===== src/rtl/png_carve_packet_classifier_assert.svh =====
// Assertion macros for the PNG carve packet classifier.
// Used by pcc_front, pcc_queue and pcc_back; expects clk and rst in scope.
`ifndef PNG_CARVE_PACKET_CLASSIFIER_ASSERT_SVH
`define PNG_CARVE_PACKET_CLASSIFIER_ASSERT_SVH
`ifndef SYNTHESIS
`define PCC_ASSERT_ALWAYS(label, c) \
  label: assert property (@(posedge clk) disable iff (rst) (c)) \
    else $error("pcc assertion failed");
`define PCC_ASSERT_IMPL(label, a, c) \
  label: assert property (@(posedge clk) disable iff (rst) (a) |-> (c)) \
    else $error("pcc assertion failed");
`define PCC_ASSERT_NEXT(label, a, c) \
  label: assert property (@(posedge clk) disable iff (rst) (a) |=> (c)) \
    else $error("pcc assertion failed");
`else
`define PCC_ASSERT_ALWAYS(label, c)
`define PCC_ASSERT_IMPL(label, a, c)
`define PCC_ASSERT_NEXT(label, a, c)
`endif
`endif


===== src/rtl/pcc_pkg.sv =====
// Shared types, constants and signature tables of the PNG carve classifier.
// No dependencies.
package pcc_pkg;

  localparam int ETH_HDR_BYTES = 14;
  localparam int MIN_HDR_BYTES = 20;
  localparam int ACK_FIRST = 8;
  localparam int ACK_LAST = 11;
  localparam int TCP_OFF_BYTE = 12;
  localparam int PNG_SIG_LEN = 4;
  localparam int HTTP_SIG_LEN = 6;
  localparam int TAIL_WINDOWS = 5;

  localparam logic [7:0] IHL_MASK = 8'h0f;
  localparam logic [7:0] TCP_OFF_MASK = 8'hf0;
  localparam logic [31:0] IEND_WORD = 32'h49454E44;

  localparam int QUEUE_DEPTH = 2;
  localparam int QPTR_W = $clog2(QUEUE_DEPTH);
  localparam int QCNT_W = $clog2(QUEUE_DEPTH + 1);

  typedef enum logic [2:0] {
    ST_NONE    = 3'd0,
    ST_BAD_IP  = 3'd1,
    ST_BAD_TCP = 3'd2,
    ST_TRUNC   = 3'd3,
    ST_CARVE   = 3'd4
  } status_t;

  typedef struct packed {
    status_t     status;
    logic        sigs_seen;
    logic        iend;
    logic [31:0] ack;
    logic [11:0] len;
    logic [11:0] pay;
    logic [11:0] png_offset;
  } frame_summary_t;

  function automatic logic [7:0] png_sig_byte(input logic [1:0] idx);
    logic [7:0] r;
    unique case (idx)
      2'd0: r = 8'h89;
      2'd1: r = 8'h50;
      2'd2: r = 8'h4E;
      2'd3: r = 8'h47;
    endcase
    return r;
  endfunction

  function automatic logic [7:0] http_sig_byte(input logic [2:0] idx);
    logic [7:0] r;
    unique case (idx)
      3'd0: r = 8'h48;
      3'd1: r = 8'h54;
      3'd2: r = 8'h54;
      3'd3: r = 8'h50;
      3'd4: r = 8'h2f;
      3'd5: r = 8'h31;
      default: r = 8'h00;
    endcase
    return r;
  endfunction

endpackage


===== src/rtl/pcc_in_if.sv =====
// Byte input channel of the PNG carve classifier: one frame byte per item.
// No dependencies.
interface pcc_in_if;
  logic       valid;
  logic       ready;
  logic [7:0] data_byte;
  logic       last_byte;

  modport source (output valid, output data_byte, output last_byte, input ready);
  modport sink (input valid, input data_byte, input last_byte, output ready);
endinterface


===== src/rtl/pcc_out_if.sv =====
// Result channel of the PNG carve classifier: one descriptor per frame.
// No dependencies.
interface pcc_out_if;
  logic        valid;
  logic        ready;
  logic [2:0]  status;
  logic [10:0] carve_start;
  logic [11:0] carve_length;
  logic        session_opened;
  logic        image_end;
  logic [31:0] session_id;

  modport source (
    output valid, output status, output carve_start, output carve_length,
    output session_opened, output image_end, output session_id, input ready
  );
  modport sink (
    input valid, input status, input carve_start, input carve_length,
    input session_opened, input image_end, input session_id, output ready
  );
endinterface


===== src/rtl/pcc_front.sv =====
// Front end: parses header lengths and ack, runs signature matchers per byte,
// and pushes a frame summary at the last byte. Depends on pcc_pkg, pcc_in_if.
`include "png_carve_packet_classifier_assert.svh"
module pcc_front #(
  parameter int MAX_FRAME = 2048
) (
  input  logic                    clk,
  input  logic                    rst,
  pcc_in_if.sink                  frame,
  input  logic                    full,
  output logic                    push,
  output pcc_pkg::frame_summary_t summary
);

  localparam int PW = $clog2(MAX_FRAME + 1);
  localparam int CW = (PW > 8) ? PW : 8;

  logic [PW-1:0] byte_position, byte_position_next;
  logic [5:0]    ip_header_bytes, ip_header_bytes_next;
  logic [5:0]    tcp_header_bytes, tcp_header_bytes_next;
  logic [31:0]   frame_ack, frame_ack_next;
  logic [2:0]    png_match_progress, png_match_progress_next;
  logic          png_seen, png_seen_next;
  logic [PW-1:0] png_offset, png_offset_next;
  logic [2:0]    http_match_progress, http_match_progress_next;
  logic          http_seen, http_seen_next;
  logic [63:0]   tail_window, tail_window_next;
  logic          oversize_flag, oversize_flag_next;

  logic          accept;
  logic          take;
  logic [7:0]    b;
  logic [CW-1:0] pos_w, hdr_base, rel;
  logic          in_tcp, payload;
  logic [2:0]    png_step, http_step;
  logic [CW-1:0] len_c, tcp_byte_c, pay_c;
  logic          iend_hit;

  assign b = frame.data_byte;
  assign frame.ready = !full;
  assign accept = frame.valid && frame.ready;
  assign push = accept && frame.last_byte;
  assign take = byte_position < PW'(MAX_FRAME);

  assign pos_w = CW'(byte_position);
  assign hdr_base = CW'(pcc_pkg::ETH_HDR_BYTES) + CW'(ip_header_bytes);
  assign rel = pos_w - hdr_base;
  assign in_tcp = (ip_header_bytes >= 6'(pcc_pkg::MIN_HDR_BYTES)) && (pos_w >= hdr_base);
  assign payload = in_tcp && (tcp_header_bytes >= 6'(pcc_pkg::MIN_HDR_BYTES)) &&
                   (rel >= CW'(tcp_header_bytes));

  always_comb begin
    byte_position_next = byte_position;
    ip_header_bytes_next = ip_header_bytes;
    tcp_header_bytes_next = tcp_header_bytes;
    frame_ack_next = frame_ack;
    png_match_progress_next = png_match_progress;
    png_seen_next = png_seen;
    png_offset_next = png_offset;
    http_match_progress_next = http_match_progress;
    http_seen_next = http_seen;
    tail_window_next = tail_window;
    oversize_flag_next = oversize_flag;
    png_step = 3'd0;
    http_step = 3'd0;
    if (take) begin
      byte_position_next = byte_position + PW'(1);
      tail_window_next = {tail_window[55:0], b};
      if (pos_w == CW'(pcc_pkg::ETH_HDR_BYTES)) begin
        ip_header_bytes_next = {b[3:0] & pcc_pkg::IHL_MASK[3:0], 2'b00};
      end
      if (in_tcp && rel >= CW'(pcc_pkg::ACK_FIRST) && rel <= CW'(pcc_pkg::ACK_LAST)) begin
        frame_ack_next = {frame_ack[23:0], b};
      end
      if (in_tcp && rel == CW'(pcc_pkg::TCP_OFF_BYTE)) begin
        tcp_header_bytes_next = {b[7:4] & pcc_pkg::TCP_OFF_MASK[7:4], 2'b00};
      end
      if (payload && !png_seen) begin
        if (b == pcc_pkg::png_sig_byte(png_match_progress[1:0])) begin
          png_step = png_match_progress + 3'd1;
        end else begin
          png_step = {2'b00, b == pcc_pkg::png_sig_byte(2'd0)};
        end
        if (png_step == 3'(pcc_pkg::PNG_SIG_LEN)) begin
          png_seen_next = 1'b1;
          png_offset_next = byte_position - PW'(pcc_pkg::PNG_SIG_LEN - 1);
          png_match_progress_next = 3'd0;
        end else begin
          png_match_progress_next = png_step;
        end
      end
      if (payload && !http_seen) begin
        if (http_match_progress < 3'(pcc_pkg::HTTP_SIG_LEN) &&
            b == pcc_pkg::http_sig_byte(http_match_progress)) begin
          http_step = http_match_progress + 3'd1;
        end else begin
          http_step = {2'b00, b == pcc_pkg::http_sig_byte(3'd0)};
        end
        if (http_step == 3'(pcc_pkg::HTTP_SIG_LEN)) begin
          http_seen_next = 1'b1;
          http_match_progress_next = 3'd0;
        end else begin
          http_match_progress_next = http_step;
        end
      end
    end else begin
      oversize_flag_next = 1'b1;
    end
  end

  always_comb begin
    iend_hit = 1'b0;
    for (int i = 0; i < pcc_pkg::TAIL_WINDOWS; i++) begin
      if (tail_window_next[8*i +: 32] == pcc_pkg::IEND_WORD) begin
        iend_hit = 1'b1;
      end
    end
  end

  assign len_c = CW'(byte_position_next);
  assign tcp_byte_c = CW'(pcc_pkg::ETH_HDR_BYTES) + CW'(ip_header_bytes_next) +
                      CW'(pcc_pkg::TCP_OFF_BYTE);
  assign pay_c = CW'(pcc_pkg::ETH_HDR_BYTES) + CW'(ip_header_bytes_next) +
                 CW'(tcp_header_bytes_next);

  always_comb begin
    summary.sigs_seen = png_seen_next && http_seen_next;
    summary.iend = iend_hit;
    summary.ack = frame_ack_next;
    summary.len = 12'(byte_position_next);
    summary.pay = 12'(pay_c);
    summary.png_offset = 12'(png_offset_next);
    priority if (oversize_flag_next || len_c <= CW'(pcc_pkg::ETH_HDR_BYTES)) begin
      summary.status = pcc_pkg::ST_TRUNC;
    end else if (ip_header_bytes_next < 6'(pcc_pkg::MIN_HDR_BYTES)) begin
      summary.status = pcc_pkg::ST_BAD_IP;
    end else if (len_c <= tcp_byte_c) begin
      summary.status = pcc_pkg::ST_TRUNC;
    end else if (tcp_header_bytes_next < 6'(pcc_pkg::MIN_HDR_BYTES)) begin
      summary.status = pcc_pkg::ST_BAD_TCP;
    end else if (len_c < pay_c) begin
      summary.status = pcc_pkg::ST_TRUNC;
    end else begin
      summary.status = pcc_pkg::ST_NONE;
    end
  end

  always_ff @(posedge clk) begin
    if (rst || push) begin
      byte_position <= '0;
      ip_header_bytes <= '0;
      tcp_header_bytes <= '0;
      frame_ack <= '0;
      png_match_progress <= '0;
      png_seen <= 1'b0;
      png_offset <= '0;
      http_match_progress <= '0;
      http_seen <= 1'b0;
      tail_window <= '0;
      oversize_flag <= 1'b0;
    end else if (accept) begin
      byte_position <= byte_position_next;
      ip_header_bytes <= ip_header_bytes_next;
      tcp_header_bytes <= tcp_header_bytes_next;
      frame_ack <= frame_ack_next;
      png_match_progress <= png_match_progress_next;
      png_seen <= png_seen_next;
      png_offset <= png_offset_next;
      http_match_progress <= http_match_progress_next;
      http_seen <= http_seen_next;
      tail_window <= tail_window_next;
      oversize_flag <= oversize_flag_next;
    end
  end

  `PCC_ASSERT_NEXT(a_front_clear_after_push, push, byte_position == '0 && !png_seen)

endmodule


===== src/rtl/pcc_queue.sv =====
// Short queue of frame summaries between the front and back ends.
// Depends on pcc_pkg.
`include "png_carve_packet_classifier_assert.svh"
module pcc_queue (
  input  logic                    clk,
  input  logic                    rst,
  input  logic                    push,
  input  pcc_pkg::frame_summary_t push_data,
  output logic                    full,
  input  logic                    pop,
  output logic                    q_valid,
  output pcc_pkg::frame_summary_t q_data
);

  pcc_pkg::frame_summary_t entries [pcc_pkg::QUEUE_DEPTH];
  logic [pcc_pkg::QPTR_W-1:0] wr_ptr, rd_ptr;
  logic [pcc_pkg::QCNT_W-1:0] count;

  assign full = count == pcc_pkg::QCNT_W'(pcc_pkg::QUEUE_DEPTH);
  assign q_valid = count != '0;
  assign q_data = entries[rd_ptr];

  function automatic logic [pcc_pkg::QPTR_W-1:0] advance(input logic [pcc_pkg::QPTR_W-1:0] p);
    logic [pcc_pkg::QPTR_W-1:0] r;
    if (p == pcc_pkg::QPTR_W'(pcc_pkg::QUEUE_DEPTH - 1)) begin
      r = '0;
    end else begin
      r = p + pcc_pkg::QPTR_W'(1);
    end
    return r;
  endfunction

  always_ff @(posedge clk) begin
    if (push) begin
      entries[wr_ptr] <= push_data;
    end
  end

  always_ff @(posedge clk) begin
    if (rst) begin
      wr_ptr <= '0;
      rd_ptr <= '0;
      count <= '0;
    end else begin
      if (push) begin
        wr_ptr <= advance(wr_ptr);
      end
      if (pop) begin
        rd_ptr <= advance(rd_ptr);
      end
      if (push && !pop) begin
        count <= count + pcc_pkg::QCNT_W'(1);
      end else if (pop && !push) begin
        count <= count - pcc_pkg::QCNT_W'(1);
      end
    end
  end

  `PCC_ASSERT_ALWAYS(a_queue_bound, count <= pcc_pkg::QCNT_W'(pcc_pkg::QUEUE_DEPTH))
  `PCC_ASSERT_IMPL(a_queue_pop_nonempty, pop, count != '0)

endmodule


===== src/rtl/pcc_back.sv =====
// Back end: session tracking, carve decision and the result output register.
// Depends on pcc_pkg, pcc_out_if.
`include "png_carve_packet_classifier_assert.svh"
module pcc_back (
  input  logic                    clk,
  input  logic                    rst,
  input  logic                    q_valid,
  input  pcc_pkg::frame_summary_t q_data,
  output logic                    pop,
  pcc_out_if.source               result
);

  logic [31:0] session_ack;
  logic [31:0] image_id;
  logic [31:0] frame_counter;

  logic        hdr_ok, open, carve, close;
  logic [31:0] counter_step, sess_eff, id_eff;
  logic [11:0] start;

  assign pop = q_valid && (!result.valid || result.ready);
  assign counter_step = frame_counter + 32'd1;
  assign hdr_ok = q_data.status == pcc_pkg::ST_NONE;
  assign open = hdr_ok && session_ack == '0 && q_data.sigs_seen && q_data.ack != '0;
  assign sess_eff = open ? q_data.ack : session_ack;
  assign id_eff = open ? counter_step + q_data.ack : image_id;
  assign carve = hdr_ok && sess_eff != '0 && q_data.ack == sess_eff;
  assign close = carve && q_data.iend;
  assign start = open ? q_data.png_offset : q_data.pay;

  always_ff @(posedge clk) begin
    if (rst) begin
      session_ack <= '0;
      image_id <= '0;
      frame_counter <= 32'd1;
    end else if (pop) begin
      frame_counter <= counter_step;
      if (close) begin
        session_ack <= '0;
        image_id <= '0;
      end else if (open) begin
        session_ack <= q_data.ack;
        image_id <= id_eff;
      end
    end
  end

  always_ff @(posedge clk) begin
    if (rst) begin
      result.valid <= 1'b0;
    end else if (pop) begin
      result.valid <= 1'b1;
    end else if (result.ready) begin
      result.valid <= 1'b0;
    end
  end

  always_ff @(posedge clk) begin
    if (pop) begin
      result.status <= carve ? pcc_pkg::ST_CARVE : q_data.status;
      result.carve_start <= carve ? start[10:0] : '0;
      result.carve_length <= carve ? q_data.len - start : '0;
      result.session_opened <= carve && open;
      result.image_end <= close;
      result.session_id <= carve ? id_eff : '0;
    end
  end

  `PCC_ASSERT_NEXT(a_back_pop_loads, pop, result.valid)
  `PCC_ASSERT_NEXT(a_back_close_idles, pop && close, session_ack == '0 && image_id == '0)

endmodule


===== src/rtl/png_carve_packet_classifier.sv =====
// PNG carve packet classifier, top level.
// Takes captured Ethernet/IPv4/TCP frames on the frame channel, one byte per
// item with last_byte marking the final byte, and returns one descriptor per
// frame on the result channel: status, carve offset and length, session flags
// and session id.
// Throughput: one byte per cycle while frame.ready is high; the per-byte header
// parse and signature matchers in pcc_front handle each byte as it is taken,
// and a frame of any length can follow the previous one directly.
// The edge that takes the last byte writes the frame summary into the queue;
// the back end pops it into its output register as soon as that register is
// empty or being read, which makes the descriptor valid.
// A two-entry summary queue sits between front and back, and the output
// register holds a third descriptor; when the result receiver stalls and the
// queue is full, frame.ready drops for every byte until the back end pops.
// Reset (rst, synchronous) clears the parser, the queue, the output register,
// closes any session and sets the frame counter to one.
// Depends on pcc_pkg, pcc_in_if, pcc_out_if, pcc_front, pcc_queue, pcc_back.
module png_carve_packet_classifier #(
  parameter int MAX_FRAME = 2048
) (
  input  logic       clk,
  input  logic       rst,
  pcc_in_if.sink     frame,
  pcc_out_if.source  result
);

  logic                    push, full, pop, q_valid;
  pcc_pkg::frame_summary_t push_data, q_data;

  pcc_front #(
    .MAX_FRAME(MAX_FRAME)
  ) u_front (
    .clk     (clk),
    .rst     (rst),
    .frame   (frame),
    .full    (full),
    .push    (push),
    .summary (push_data)
  );

  pcc_queue u_queue (
    .clk       (clk),
    .rst       (rst),
    .push      (push),
    .push_data (push_data),
    .full      (full),
    .pop       (pop),
    .q_valid   (q_valid),
    .q_data    (q_data)
  );

  pcc_back u_back (
    .clk     (clk),
    .rst     (rst),
    .q_valid (q_valid),
    .q_data  (q_data),
    .pop     (pop),
    .result  (result)
  );

endmodule

===== src/flat_wrapper.sv =====
// flat-port wrapper written by rule: the top's interface ports become plain ports
module png_carve_packet_classifier_flat 
#(
  parameter int MAX_FRAME = 2048
)
  (clk, rst, frame_valid, frame_data_byte, frame_last_byte, frame_ready, result_valid, result_status, result_carve_start, result_carve_length, result_session_opened, result_image_end, result_session_id, result_ready);
  pcc_in_if frame_i ();
  pcc_out_if result_i ();
  input  logic clk;
  input  logic rst;
  input wire logic [$bits(frame_i.valid)-1:0] frame_valid;
  input wire logic [$bits(frame_i.data_byte)-1:0] frame_data_byte;
  input wire logic [$bits(frame_i.last_byte)-1:0] frame_last_byte;
  output wire logic [$bits(frame_i.ready)-1:0] frame_ready;
  output wire logic [$bits(result_i.valid)-1:0] result_valid;
  output wire logic [$bits(result_i.status)-1:0] result_status;
  output wire logic [$bits(result_i.carve_start)-1:0] result_carve_start;
  output wire logic [$bits(result_i.carve_length)-1:0] result_carve_length;
  output wire logic [$bits(result_i.session_opened)-1:0] result_session_opened;
  output wire logic [$bits(result_i.image_end)-1:0] result_image_end;
  output wire logic [$bits(result_i.session_id)-1:0] result_session_id;
  input wire logic [$bits(result_i.ready)-1:0] result_ready;
  assign frame_i.valid = frame_valid;
  assign frame_i.data_byte = frame_data_byte;
  assign frame_i.last_byte = frame_last_byte;
  assign frame_ready = frame_i.ready;
  assign result_valid = result_i.valid;
  assign result_status = result_i.status;
  assign result_carve_start = result_i.carve_start;
  assign result_carve_length = result_i.carve_length;
  assign result_session_opened = result_i.session_opened;
  assign result_image_end = result_i.image_end;
  assign result_session_id = result_i.session_id;
  assign result_i.ready = result_ready;
  png_carve_packet_classifier #(.MAX_FRAME(MAX_FRAME)) u_core (.clk(clk), .rst(rst), .frame(frame_i), .result(result_i));
endmodule

===== config.mk =====
export PLATFORM = sky130hd
export DESIGN_NAME = png_carve_packet_classifier_flat
export DESIGN_NICKNAME = d
export VERILOG_FILES = /design/src/rtl/pcc_pkg.sv /design/src/rtl/pcc_in_if.sv /design/src/rtl/pcc_out_if.sv /design/src/rtl/pcc_front.sv /design/src/rtl/pcc_queue.sv /design/src/rtl/pcc_back.sv /design/src/rtl/png_carve_packet_classifier.sv /design/src/flat_wrapper.sv
export VERILOG_INCLUDE_DIRS = /design/src /design/src/rtl
export SDC_FILE = /design/constraint.sdc
export NUM_CORES = 1
export LEC_CHECK = 0
export BUFFER_PORTS_ARGS = -buffer_cell sky130_fd_sc_hd__buf_2
export CORE_MARGIN = 4
export CORE_UTILIZATION = 52
export CTS_CLUSTER_DIAMETER = 30
export CTS_CLUSTER_SIZE = 40
export DETAILED_ROUTE_END_ITERATION = 6
export GPL_ROUTABILITY_DRIVEN = 1
export PLACE_DENSITY = 0.68
export SYNTH_ARGS = -nofsm -noshare
export SYNTH_HDL_FRONTEND = slang
export SYNTH_SLANG_ARGS = --single-unit
export TNS_END_PERCENT = 5

===== constraint.sdc =====
create_clock -name clk -period 6.2 [get_ports clk]
set_clock_uncertainty 0.1 [all_clocks]
set_input_delay 0.31 -clock clk [delete_from_list [all_inputs] [get_ports clk]]
set_output_delay 0.31 -clock clk [all_outputs]
set_load 0.01 [all_outputs]

# Yosys cells after proc, flatten, opt, wreduce, memory -nomap -nowiden
# Memories as Yosys holds them, arrays and structs flattened. A register that Yosys moved wholly into a read port is not among the register bits.
# Cells that the tools add are included.
[word_totals] memories=1 out_inout_bits=62 register_bits=302 ramBits=136 wordCells=180 in_bits=13
[mem_list] memory="u_core.u_queue.entries" depth=2 width=68 rd=1 rd_clocked_by_memory_dff=1 write_ports=1 line="pcc_queue.sv:15" rtl="pcc_pkg::frame_summary_t entries [pcc_pkg::QUEUE_DEPTH];"
[classes] mux=58 eq_ne=23 n_addsub=16 n_reduce_logical=45 magnitude_cmp=13
[op_table] operator="$mux W32" count=7
[op_table] operator="$eq A32 B31 Y1 const B" count=5
[op_table] operator="$mux W64" count=1
[op_table] operator="$reduce_bool A32 Y1" count=2
[op_table] operator="$mux W12" count=5
[op_table] operator="$pmux W7 S5" count=1
[op_table] operator="$add A32 B1 Y32 const B" count=1
[op_table] operator="$add A32 B32 Y32" count=1
[op_table] operator="$eq A32 B32 Y1" count=1
[op_table] operator="$logic_not A32 Y1" count=1
[op_table] operator="$mux W8" count=4
[op_table] operator="$pmux W8 S4" count=1
[op_table] operator="$eq A12 B4 Y1 const B" count=2
[op_table] operator="$le A12 B4 Y1 const B" count=2
[op_table] operator="$mux W3" count=8
[op_table] operator="$mux W6" count=4
[op_table] operator="$logic_and A1 B1 Y1" count=22
[op_table] operator="$mux W1" count=20
[op_table] operator="$eq A8 B8 Y1" count=2
[op_table] operator="$add A4 B6 Y7 const A" count=2
[op_table] operator="$mux W2" count=7
[op_table] operator="$add A12 B1 Y12 const B" count=1
[op_table] operator="$add A12 B4 Y12 const B" count=1
[op_table] operator="$eq A3 B3 Y1 const B" count=4
[op_table] operator="other kinds (31)" count=50

# Depth between registers and ports, before layout
# Gate-level depths: netlist (run 1).
[depth] word_depth=18 ltp_mapped=27 ltp_nobuf=27

# Hierarchy
# From an unflattened synthesis (run 1), not the netlist that was laid out.
[unflattened] hier_cells=2480 area_unflattened_um2=23632.7
[by_module_without_submodules] module="pcc_back" seq_area_each_um2=3743.6 n_inst=1 cells_per_inst=1053 area_each_um2=9198.8
[by_module_without_submodules] module="pcc_front" seq_area_each_um2=2822.7 n_inst=1 cells_per_inst=1178 area_each_um2=8931.1
[by_module_without_submodules] module="pcc_queue" seq_area_each_um2=4484.3 n_inst=1 cells_per_inst=249 area_each_um2=5502.8

# Worst setup path after synthesis (run 1)
# OpenSTA, ideal clock, no wires.
[synth_timing] path_type="reg2reg" startpoint="register u_core.u_front.byte_position[0]" endpoint="memory u_core.u_queue.entries[0][67] (netlist name), data pin" t_required_ps=5963 arrival_time_ps=5258 path_stages_with_launch=24 setup_time_ps=137 slack_ps=705 period_less_slack_ps=5495 path_buffers=1 path_cell_list="dfxtp_1 > clkbuf_1 > inv_1 > ha_1 > fa_1 > nand2b_1 > a21oi_1 > o21ai_0 > a41oi_2 > or4b_4 > nor3_4 > mux2i_1 > inv_1 > ha_1 > nor2b_1 > o21ai_0 > nand2b_1 > a21oi_1 > o21ai_0 > xor2_1 > ha_1 > a21o_1 > a2111oi_0 > o32a_1"
[synth_lines] item="start: declaration" line="pcc_front.sv:18" rtl="logic [PW-1:0] byte_position, byte_position_next;"
[synth_lines] item="start signal: assignment" line="pcc_front.sv:162" rtl="byte_position <= byte_position_next;"
[synth_lines] item="end: declaration" line="pcc_queue.sv:15"

==> qor.yml, run 1 <==
cp.arrival_ns: 6.23
gp_congestion: 0.8958
syn_avg_cell_area_um2: 9.580
crit_slowest_cell: "or4b_4"
postCtsSetupBuffers: 0
syn-cell-area_mm2: 0.02258
cp_max_fo: 6
cp-start-kind: "register"
die_area_mm2: 0.04682
hold_path_class: "in2reg"
relSlewSlack_pct: 24.57
ys.flop_type: "dfxtp_1"
synthesis.nets: 2467
fin_crit_sh_pct: 94.41
nNetsFinal: 2553
total_leakage_power_nw: 10.07
overflow: 0
yosys.area.top_type: "edfxtp_1"
worst-path-buf-inv: 1
r2r_slack_ns: 0.35
syn_inst: 2357
yosys_warnings: 0
grt_usage_pct: 22.50
crit_cells: 22
drc: 0
die_x_um: 216.4
p_per_area_mw_per_mm2: 372.4
wl_per_cell_um: 17.43
required_ns: 6.58
clockBufferDepth: 3
post_dp_cell_area_mm2: 0.02339
holdWs_ns: 0.1294
rr_startpoint: "u_core.u_front.ip_header_bytes[2]"
critical_path.top_delay_family: "simple AND/OR/NAND/NOR gates"
rsz0062_at_grt: "false"
whs_endpoint: "u_core.u_queue.wr_ptr"
cts_tree: "built"
outcome: "complete, no violations"
io_buffers: 74
max_stage_delay_ns: 0.57
fmax_ghz: 0.1708
num_rows: 76
ys_types: 82
root_buffer: "clkbuf_16"
tightest_slew_ns: 1.127
die_h_um: 216.4
worstRegToRegCells: 22
vias: 17290
end_kind: "register"
hold_viol: 0
grt_pass1_wl_mm: 86.28
antenna_found_initial: 0
htree_num_levels: 3
area_delta_synth_final_pct: 18.03
ant_nets: 0
synth_seq_area_share_pct: 47.61
final_cell_area_mm2: 0.02665
synth-edff-count: 196
synth_top_area_share_pct: 26.07
cpMostUsedCell: "ha_1"
crit-reg2reg-capture: "u_core.u_queue.entries[1][67]"
setup_viol: 0
vias_per_cell: 5.565
drv_slew: 0
synthArstFlopShare_pct: 0
cp_cell_sequence: "or2_2 > nor2_1 > xor2_1 > ha_1 > and2_1 > nor4_2 > xnor2_1 > or4b_4 > nor3_4 > mux2i_2 > inv_1 > ha_1 > nor2b_1 > o21ai_0 > nand2b_1 > a21oi_1 > o21ai_0 > xor2_1 > ha_1 > a21o_1 > a2111oi_2 > o32a_1"
yosys-top-cells-count: "363 x nand2_1, 243 x dfxtp_1, 196 x edfxtp_1"
min_path_cells: 4
grt_start_max_net_pins: 67
grt_pass1_vias: 16710
synth_area_leaders: "edfxtp_1 26%, dfxtp_1 22%, nand2_1 6.0%"
setup_tns_ns: 0
clock_latency_ns: 0.62
cts_buffers: 92
start_util_pct: 52.53
routed_wl_mm: 54.14
path_class: "reg2reg"
n_antenna_cell: 0
coreArea_mm2: 0.04298
ir_worst_vdd_uv: 312.5
synth_seq_cells: 439
drv_cap: 0
drive_gt1_share_pct: 13.48
clock-sinks: 439
fin_crit_ns: 5.853
power_mw: 9.924
dp_hpwl_mm: 37.78
drt_iter0_drc: 1282
cts.clk_slew.worst_paths_ns: 0.05
first_pass_iters: 5
yosysMostFrequentCell: "nand2_1"
min_from: "frame_last_byte"
io_pins: 75
area by class of cell:
type,count,area [um^2]
clock buffer,115,2469
clock inverter,58,673.1
fill,3513,16330
inverter,103,386.6
multi-input combinational,1697,10970
sequential,439,10750
tap,585,732.0
timing repair buffer,110,668.1
registers in the layout (all words and copies together), names as in the netlist, 12 cells and up, named ones only:
| name | cells |
|---|---|
| u_core.u_queue.entries | 136 |
| u_core.u_front.byte_position | 12 |
| u_core.u_back.result.carve_length | 12 |
| u_core.u_back.result.session_id | 32 |
| u_core.u_back.frame_counter | 32 |
| u_core.u_back.session_ack | 32 |
| u_core.u_back.image_id | 32 |
| u_core.u_front.png_offset | 12 |
| u_core.u_front.tail_window | 64 |
| u_core.u_front.frame_ack | 32 |
per-layer routing:
layer / vias up / track usage (%) / share of wire [%]
li1: 8497 / - / -
met1: 8200 / 30.79 / 45
met2: 493 / 36.53 / 46
met3: 99 / 4.529 / 6.0
met4: 0 / 6.550 / 2.3
met5: - / 0 / 0
how the worst max path moves through the flow:
stage                                                  from                       endpoint
after CTS                 u_core.u_front.ip_header_bytes[2]  u_core.u_queue.entries[1][67]
after floorplan             u_core.u_front.byte_position[0]  u_core.u_queue.entries[0][67]
after global routing      u_core.u_front.ip_header_bytes[2]  u_core.u_queue.entries[1][67]
after detailed placement  u_core.u_front.ip_header_bytes[2]  u_core.u_queue.entries[0][67]
after global placement    u_core.u_front.ip_header_bytes[1]  u_core.u_queue.entries[0][67]
final                     u_core.u_front.ip_header_bytes[2]  u_core.u_queue.entries[1][67]
where the power goes:
group	total, mW	switching [mW]	internal, mW
combinational	1.64	1.06	0.576
sequential	3.47	0.126	3.35
clock	4.81	1.66	3.16
worst register-to-register path: cells and delay by family (launching register included):
| family | cells | cell delay, ns |
|---|---|---|
| compound gates | 6 | 1.27 |
| xor+xnor | 3 | 0.58 |
| fa+ha+maj | 3 | 1.02 |
| buf+inv | 1 | 0.08 |
| flops | 1 | 0.33 |
| mux | 1 | 0.31 |
| simple gates | 8 | 2.05 |
layout by cell type, fill, tap and decap left out, types with 10 or more instances in the layout:
| master | instances |
|---|---|
| and3_1 | 23 |
| buf_4 | 25 |
| xnor2_1 | 97 |
| clkbuf_16 | 92 |
| clkinvlp_4 | 14 |
| a22o_1 | 15 |
| a21o_1 | 26 |
| buf_2 | 74 |
| nor4b_1 | 10 |
| clkbuf_1 | 15 |
| xor2_1 | 75 |
| and2_1 | 19 |
| nor4_1 | 33 |
| dfxtp_1 | 242 |
| nand3_1 | 46 |
| dlygate4sd3_1 | 11 |
| ha_1 | 93 |
| nor2b_1 | 15 |
| mux2_2 | 49 |
| inv_1 | 102 |
| edfxtp_1 | 196 |
| nor3_1 | 29 |
| nand2b_1 | 30 |
| nand2_1 | 362 |
| o21ai_0 | 121 |
| nand4_1 | 19 |
| mux2i_1 | 77 |
| nor2_1 | 171 |
| or3_1 | 15 |
| a211oi_1 | 29 |
| clkinv_2 | 13 |
| a21oi_1 | 188 |
repair_timing:
item	4_1_cts	5_1_grt
hold buffers	11	0
hold endpoints to repair	18	0
resized for setup	0	3
endpoints found under the setup margin	0	4
metrics by stage:
step	utilization (%)	worst slack [ns]	cells
2_1_floorplan	-	0.7048	2357
3_3_place_gp	54.42	0.2965	2923
3_5_place_dp	54.42	0.2203	2923
4_1_cts	61.98	0.1684	3107
5_1_grt	62.01	0.002373	3107
6_report	62.01	0.3466	3107
cell families (layout without fill, tap and decap cells):
| family | Yosys count | count (layout) | share of synthesized area, % |
|---|---|---|---|
| flops | 439 | 439 | 47.61 |
| xor+xnor | 173 | 173 | 6.744 |
| simple gates | 825 | 825 | 17.06 |
| buf+inv | 221 | 386 | 4.145 |
| other cells | 1 | 1 | 0.01661 |
| mux | 138 | 138 | 6.600 |
| fa+ha+maj | 97 | 97 | 5.508 |
| compound gates | 463 | 463 | 12.31 |
(Power assumes the default switching activity.)
==> run 2, diff against run 1 <==
--- a/config.mk
+++ b/config.mk
@@ -13,6 +13,7 @@
 export CTS_CLUSTER_SIZE = 40
 export DETAILED_ROUTE_END_ITERATION = 6
 export GPL_ROUTABILITY_DRIVEN = 1
+export GPL_TIMING_DRIVEN = 0
 export PLACE_DENSITY = 0.68
 export SYNTH_ARGS = -nofsm -noshare
 export SYNTH_HDL_FRONTEND = slang
==> qor.yml, run 2 (synthesis gave the netlist of run 1 again) <==
outcome: "complete, no violations"
final_cell_area_mm2: 0.02712
overflow: 0
fmax_ghz: 0.1669
p_comb_share_pct: 17.1
p_int_mw: 7.342
wl_per_cell_um: 18.54
cts_buffers: 96
num_rows: 76
die_area_mm2: 0.04682
crit_slowest_cell: "or4b_4"
grt_pass1_vias: 17600
clock_latency_ns: 0.63
required_ns: 6.45
reg_top3: "u_core.u_queue.entries x136, u_core.u_front.tail_window x64"
area_delta_synth_final_pct: 20.13
total_leakage_power_nw: 10.27
antenna_found_initial: 0
cp-start-kind: "register"
coreArea_mm2: 0.04298
die_x_um: 216.4
drc: 0
seq_power_share_pct: 33.5
final_common_cell: "nand2_1"
critical_path.top_delay_family: "simple AND/OR/NAND/NOR gates"
root_buffer: "clkbuf_16"
largest_register_ffs: 136
ir_worst_vdd_uv: 224.2
htree_num_levels: 3
vias_per_cell: 5.595
cpMostUsedCell: "ha_1"
gp_congestion: 0.9138
n_antenna_cell: 0
drt_iter0_drc: 1299
power_mw: 10.28
cp.arrival_ns: 6.24
relSlewSlack_pct: 37.33
first_pass_iters: 5
vias: 17920
most-common-layout-cells: "363 x nand2_1, 242 x dfxtp_1, 196 x edfxtp_1"
drive_gt1_share_pct: 13.45
routed_wl_mm: 59.36
cp_cell_sequence: "or2_2 > nor2_2 > xor2_1 > ha_1 > and2_1 > nor4_2 > xnor2_1 > or4b_4 > nor3_4 > mux2i_2 > inv_1 > ha_1 > nor2b_1 > o21ai_1 > nand2b_1 > a21oi_1 > o21ai_0 > xor2_1 > ha_1 > nand3_1 > nor2_2 > a2111oi_4 > a2111o_1"
fillers: 3511
io_pins: 75
post_dp_cell_area_mm2: 0.02375
regMostFlops: "u_core.u_queue.entries"
start_util_pct: 52.53
end_kind: "register"
clock-sinks: 439
power.net_switching_mw: 2.934
grt_usage_pct: 24.98
drv_cap: 0
clock_power_share_pct: 49.3
path_class: "reg2reg"
fin_crit_ns: 5.991
io_buffers: 71
fin_crit_sh_pct: 96.63
ant_nets: 0
p_per_area_mw_per_mm2: 378.8
hold_path_class: "in2reg"
drv_slew: 0
cts_tree: "built"
die_h_um: 216.4
hold_viol: 0
swShare_pct: 28.55
max_stage_delay_ns: 0.56
tightest_slew_ns: 0.9400
cts.clk_slew.worst_paths_ns: 0.05
cp_max_fo: 6
grt_start_max_net_pins: 70
nNetsFinal: 2644
dp_hpwl_mm: 43.66
grt_pass1_wl_mm: 93.98
worst-path-buf-inv: 1
setup_viol: 0
rsz0062_at_grt: "true"
clockBufferDepth: 3
-- run 2: repair_timing --
action,CTS,global route
setup buffers,1,1
resized for setup,3,5
endpoints found under the hold margin,8,0
hold buffers,5,0
pin swaps,1,1
endpoints found under the setup margin,4,6
-- run 2: power groups by stage --
stage	sequential [mW]	clock, mW	combinational (mW)
2_1_floorplan	3.59	0	1.05
3_3_place_gp	3.52	0	1.73
3_5_place_dp	3.50	0	1.75
5_1_grt	3.47	5.30	1.91
6_report	3.45	5.07	1.76
4_1_cts	3.45	5.13	1.77
-- run 2: final cells by class --
type	count	area [um^2]	area share, %
buffer	116	545.5	2.011
clock buffer	110	2526	9.313
clock inverter	71	762.0	2.809
inverter	103	386.6	1.425
multi-input combinational	1697	10930	40.31
sequential	439	10750	39.64
tap	585	732.0	2.698
timing repair buffer	81	488.0	1.799
-- run 2: stage by stage --
stage	worst slack, ns	hold WS, ns	instances	utilization (%)	setup TNS [ns]
3_5_place_dp	-0.4469	0.3421	3016	55.26	-1.753
2_1_floorplan	0.7048	0.3242	2357	-	0
3_3_place_gp	-0.3188	0.3334	3013	55.06	-22.12
4_1_cts	0.06074	0.04511	3203	63.06	0
6_report	0.2091	0.09978	3202	63.11	0
5_1_grt	-0.06682	0.08451	3202	63.11	-0.1275
-- run 2: path summary, 6_finish.rpt --
path	from	endpoint	slack, ns	cells after the start
min	result_ready	u_core.u_back.result.valid	0.1	3
max	u_core.u_front.ip_header_bytes[3]	u_core.u_queue.entries[1][66]	0.21	23
max reg2reg	u_core.u_front.ip_header_bytes[3]	u_core.u_queue.entries[1][66]	0.21	23
min reg2reg	u_core.u_front.tail_window[56]	u_core.u_front.tail_window[56]	0.35	2
-- run 2: routing by layer --
layer / global-route usage (%) / share of wire (%) / up-vias
met2: 41.98 / 48 / 556
met4: 10.80 / 3.6 / 0
li1: - / - / 8690
met1: 32.00 / 44 / 8528
met3: 4.164 / 5.2 / 142
met5: 0 / 0 / -
-- run 2: tightest hold or removal path, delay by kind of cell --
kind	cells	cell delay, ns
buffers and inverters	1	0.07
and+or+nand+nor	1	0.20
AOI/OAI and AO/OA	1	0.16
==> run 3, diff against run 2 <==
==> constraint.sdc (replaced) <==
create_clock -name clk -period 7.8 [get_ports clk]
set_clock_uncertainty 0.1 [all_clocks]
set_input_delay 0.39 -clock clk [delete_from_list [all_inputs] [get_ports clk]]
set_output_delay 0.39 -clock clk [all_outputs]
set_load 0.01 [all_outputs]
==> qor.yml, run 3 (synthesis gave the netlist of run 1 again) <==
max_stage_delay_ns: 0.73
hold_viol: 0
critical_path.top_delay_family: "compound AO/OA/AOI/OAI gates"
gp_congestion: 0.9138
fin_crit_ns: 6.718
fmax_ghz: 0.1488
hold_buffers: 1
cts_buffers: 96
root_buffer: "clkbuf_16"
total_leakage_power_nw: 10.24
die_area_mm2: 0.04682
grt_pass1_wl_mm: 93.63
drv_slew: 0
setup_viol: 0
drt_iter0_drc: 1367
dp_hpwl_mm: 43.66
overflow: 0
end_kind: "register"
reg_top3: "u_core.u_queue.entries x136, u_core.u_front.tail_window x64"
wl_met3_mm: 2.885
start_util_pct: 52.53
rsz0062_at_grt: "false"
clock-sinks: 439
area_delta_synth_final_pct: 19.79
die_h_um: 216.4
whs_endpoint: "u_core.u_front.tail_window[5]"
path_class: "reg2reg"
regMostFlops: "u_core.u_queue.entries"
io_pins: 75
min_from: "frame_data_byte[5]"
swShare_pct: 28.51
power.net_switching_mw: 2.327
r2r_slack_ns: 1.08
worst-path-buf-inv: 3
grt_usage_pct: 24.89
drv_cap: 0
ir_worst_vdd_uv: 177.6
die_x_um: 216.4
crit_slowest_cell: "a2111oi_0"
ant_nets: 0
cp_max_fo: 7
htree_num_levels: 3
hold_path_class: "in2reg"
routed_wl_mm: 59.27
outcome: "complete, no violations"
io_buffers: 71
cp.arrival_ns: 7.09
required_ns: 8.17
wl_met1_mm: 26.08
p_comb_share_pct: 17.1
tightest_slew_ns: 0.9716
p_int_mw: 5.834
largest_register_ffs: 136
drc: 0
holdWs_ns: 0.04204
min_path_cells: 3
crit-reg2reg-capture: "u_core.u_queue.entries[1][66]"
met2_wirelength_mm: 28.34
drive_gt1_share_pct: 13.20
cts_tree: "built"
grt_start_max_net_pins: 70
cp_cell_sequence: "clkbuf_1 > inv_1 > ha_1 > fa_1 > nand2b_1 > a21oi_1 > o21ai_0 > a41oi_2 > or4b_4 > nor3_4 > mux2i_1 > inv_1 > ha_1 > nor2b_1 > o21ai_0 > nand2b_1 > a21oi_1 > o21ai_0 > xor2_1 > ha_1 > a21o_1 > a2111oi_0 > a2111o_1"
fin_crit_sh_pct: 86.13
cp-start-kind: "register"
n_antenna_cell: 0
top_layer_used: "met4"
first_pass_iters: 6
p_per_area_mw_per_mm2: 301.7
num_rows: 76
coreArea_mm2: 0.04298
seq_power_share_pct: 33.5
clock_latency_ns: 0.63
rr_startpoint: "u_core.u_front.byte_position[0]"
final_common_cell: "nand2_1"
nNetsFinal: 2640
cts.clk_slew.worst_paths_ns: 0.04
antenna_found_initial: 0
vias: 17920
setup_tns_ns: 0
postCtsSetupBuffers: 0
clock_power_share_pct: 49.4
clockBufferDepth: 3
wl_per_cell_um: 18.53
fillers: 3521
grt_pass1_vias: 17530
worstRegToRegCells: 23
vias_per_cell: 5.603
most-common-layout-cells: "363 x nand2_1, 243 x dfxtp_1, 196 x edfxtp_1"
cts_resized: 0
relSlewSlack_pct: 35.23
-- run 3: cell count changes in the layout (fill, tap and decap cells not counted), sizes merged --
cell,previous run,this run
buf,119,118
clkbuf,183,184
dlygate4sd3,5,1
-- run 3: through the flow --
step	power, mW	std cells	setup slack, ns	area (um^2)	utilization (%)
floorplan	3.686	2357	2.305	22580	-
global placement	4.167	3013	1.281	23670	55.06
detailed placement	4.174	3016	1.153	23750	55.26
CTS	8.218	3198	1.160	27050	62.93
global route	8.477	3198	0.7416	27050	62.93
finish	8.160	3198	1.082	27050	62.93
-- run 3: power by group through the flow --
stage	Clock (mW)	Sequential, mW	Combinational [mW]
after global placement	0	2.80	1.37
final	4.03	2.74	1.40
after CTS	4.08	2.74	1.40
after floorplan	0	2.85	0.835
after detailed placement	0	2.78	1.39
after global routing	4.21	2.75	1.51
-- run 3: layout make-up --
class | count | area (um^2) | share of cell area [%]
clock inverters | 71 | 762.0 | 2.817
multi-input cells | 1697 | 10910 | 40.32
well taps | 585 | 732.0 | 2.706
repair buffers | 75 | 432.9 | 1.601
plain buffers | 118 | 553.0 | 2.045
inverters | 103 | 386.6 | 1.429
flip-flops and latches | 439 | 10750 | 39.74
clock buffers | 110 | 2526 | 9.339
-- run 3: worst max-delay path by stage --
stage | from | to | cells after the start
detailed placement | u_core.u_front.byte_position[0] | u_core.u_queue.entries[1][66] | 23
floorplan | u_core.u_front.byte_position[0] | u_core.u_queue.entries[0][67] | 23
finish | u_core.u_front.byte_position[0] | u_core.u_queue.entries[1][66] | 23
global placement | u_core.u_queue.count[0] | u_core.u_queue.entries[0][24] | 5
CTS | u_core.u_front.byte_position[0] | u_core.u_queue.entries[1][66] | 23
global route | u_core.u_front.byte_position[0] | u_core.u_queue.entries[1][66] | 23
-- run 3: worst reg2reg max path, stage by stage (launching register included) --
cell and delay (ns):
dfxtp_1 0.33, clkbuf_1 0.30, inv_1 0.12, ha_1 0.25, fa_1 0.40, nand2b_1 0.20, a21oi_1 0.20, o21ai_0 0.13
a41oi_2 0.25, or4b_4 0.52, nor3_4 0.37, mux2i_1 0.42, inv_1 0.09, ha_1 0.34, nor2b_1 0.14, o21ai_0 0.24
nand2b_1 0.14, a21oi_1 0.17, o21ai_0 0.10, xor2_1 0.18, ha_1 0.36, a21o_1 0.19, a2111oi_0 0.73, a2111o_1 0.31
-- run 3: per-layer routing --
metal	up-vias	GRT usage [%]
met5	-	0
met4	0	10.45
met3	130	4.010
met2	528	41.95
met1	8562	32.00
li1	8697	-
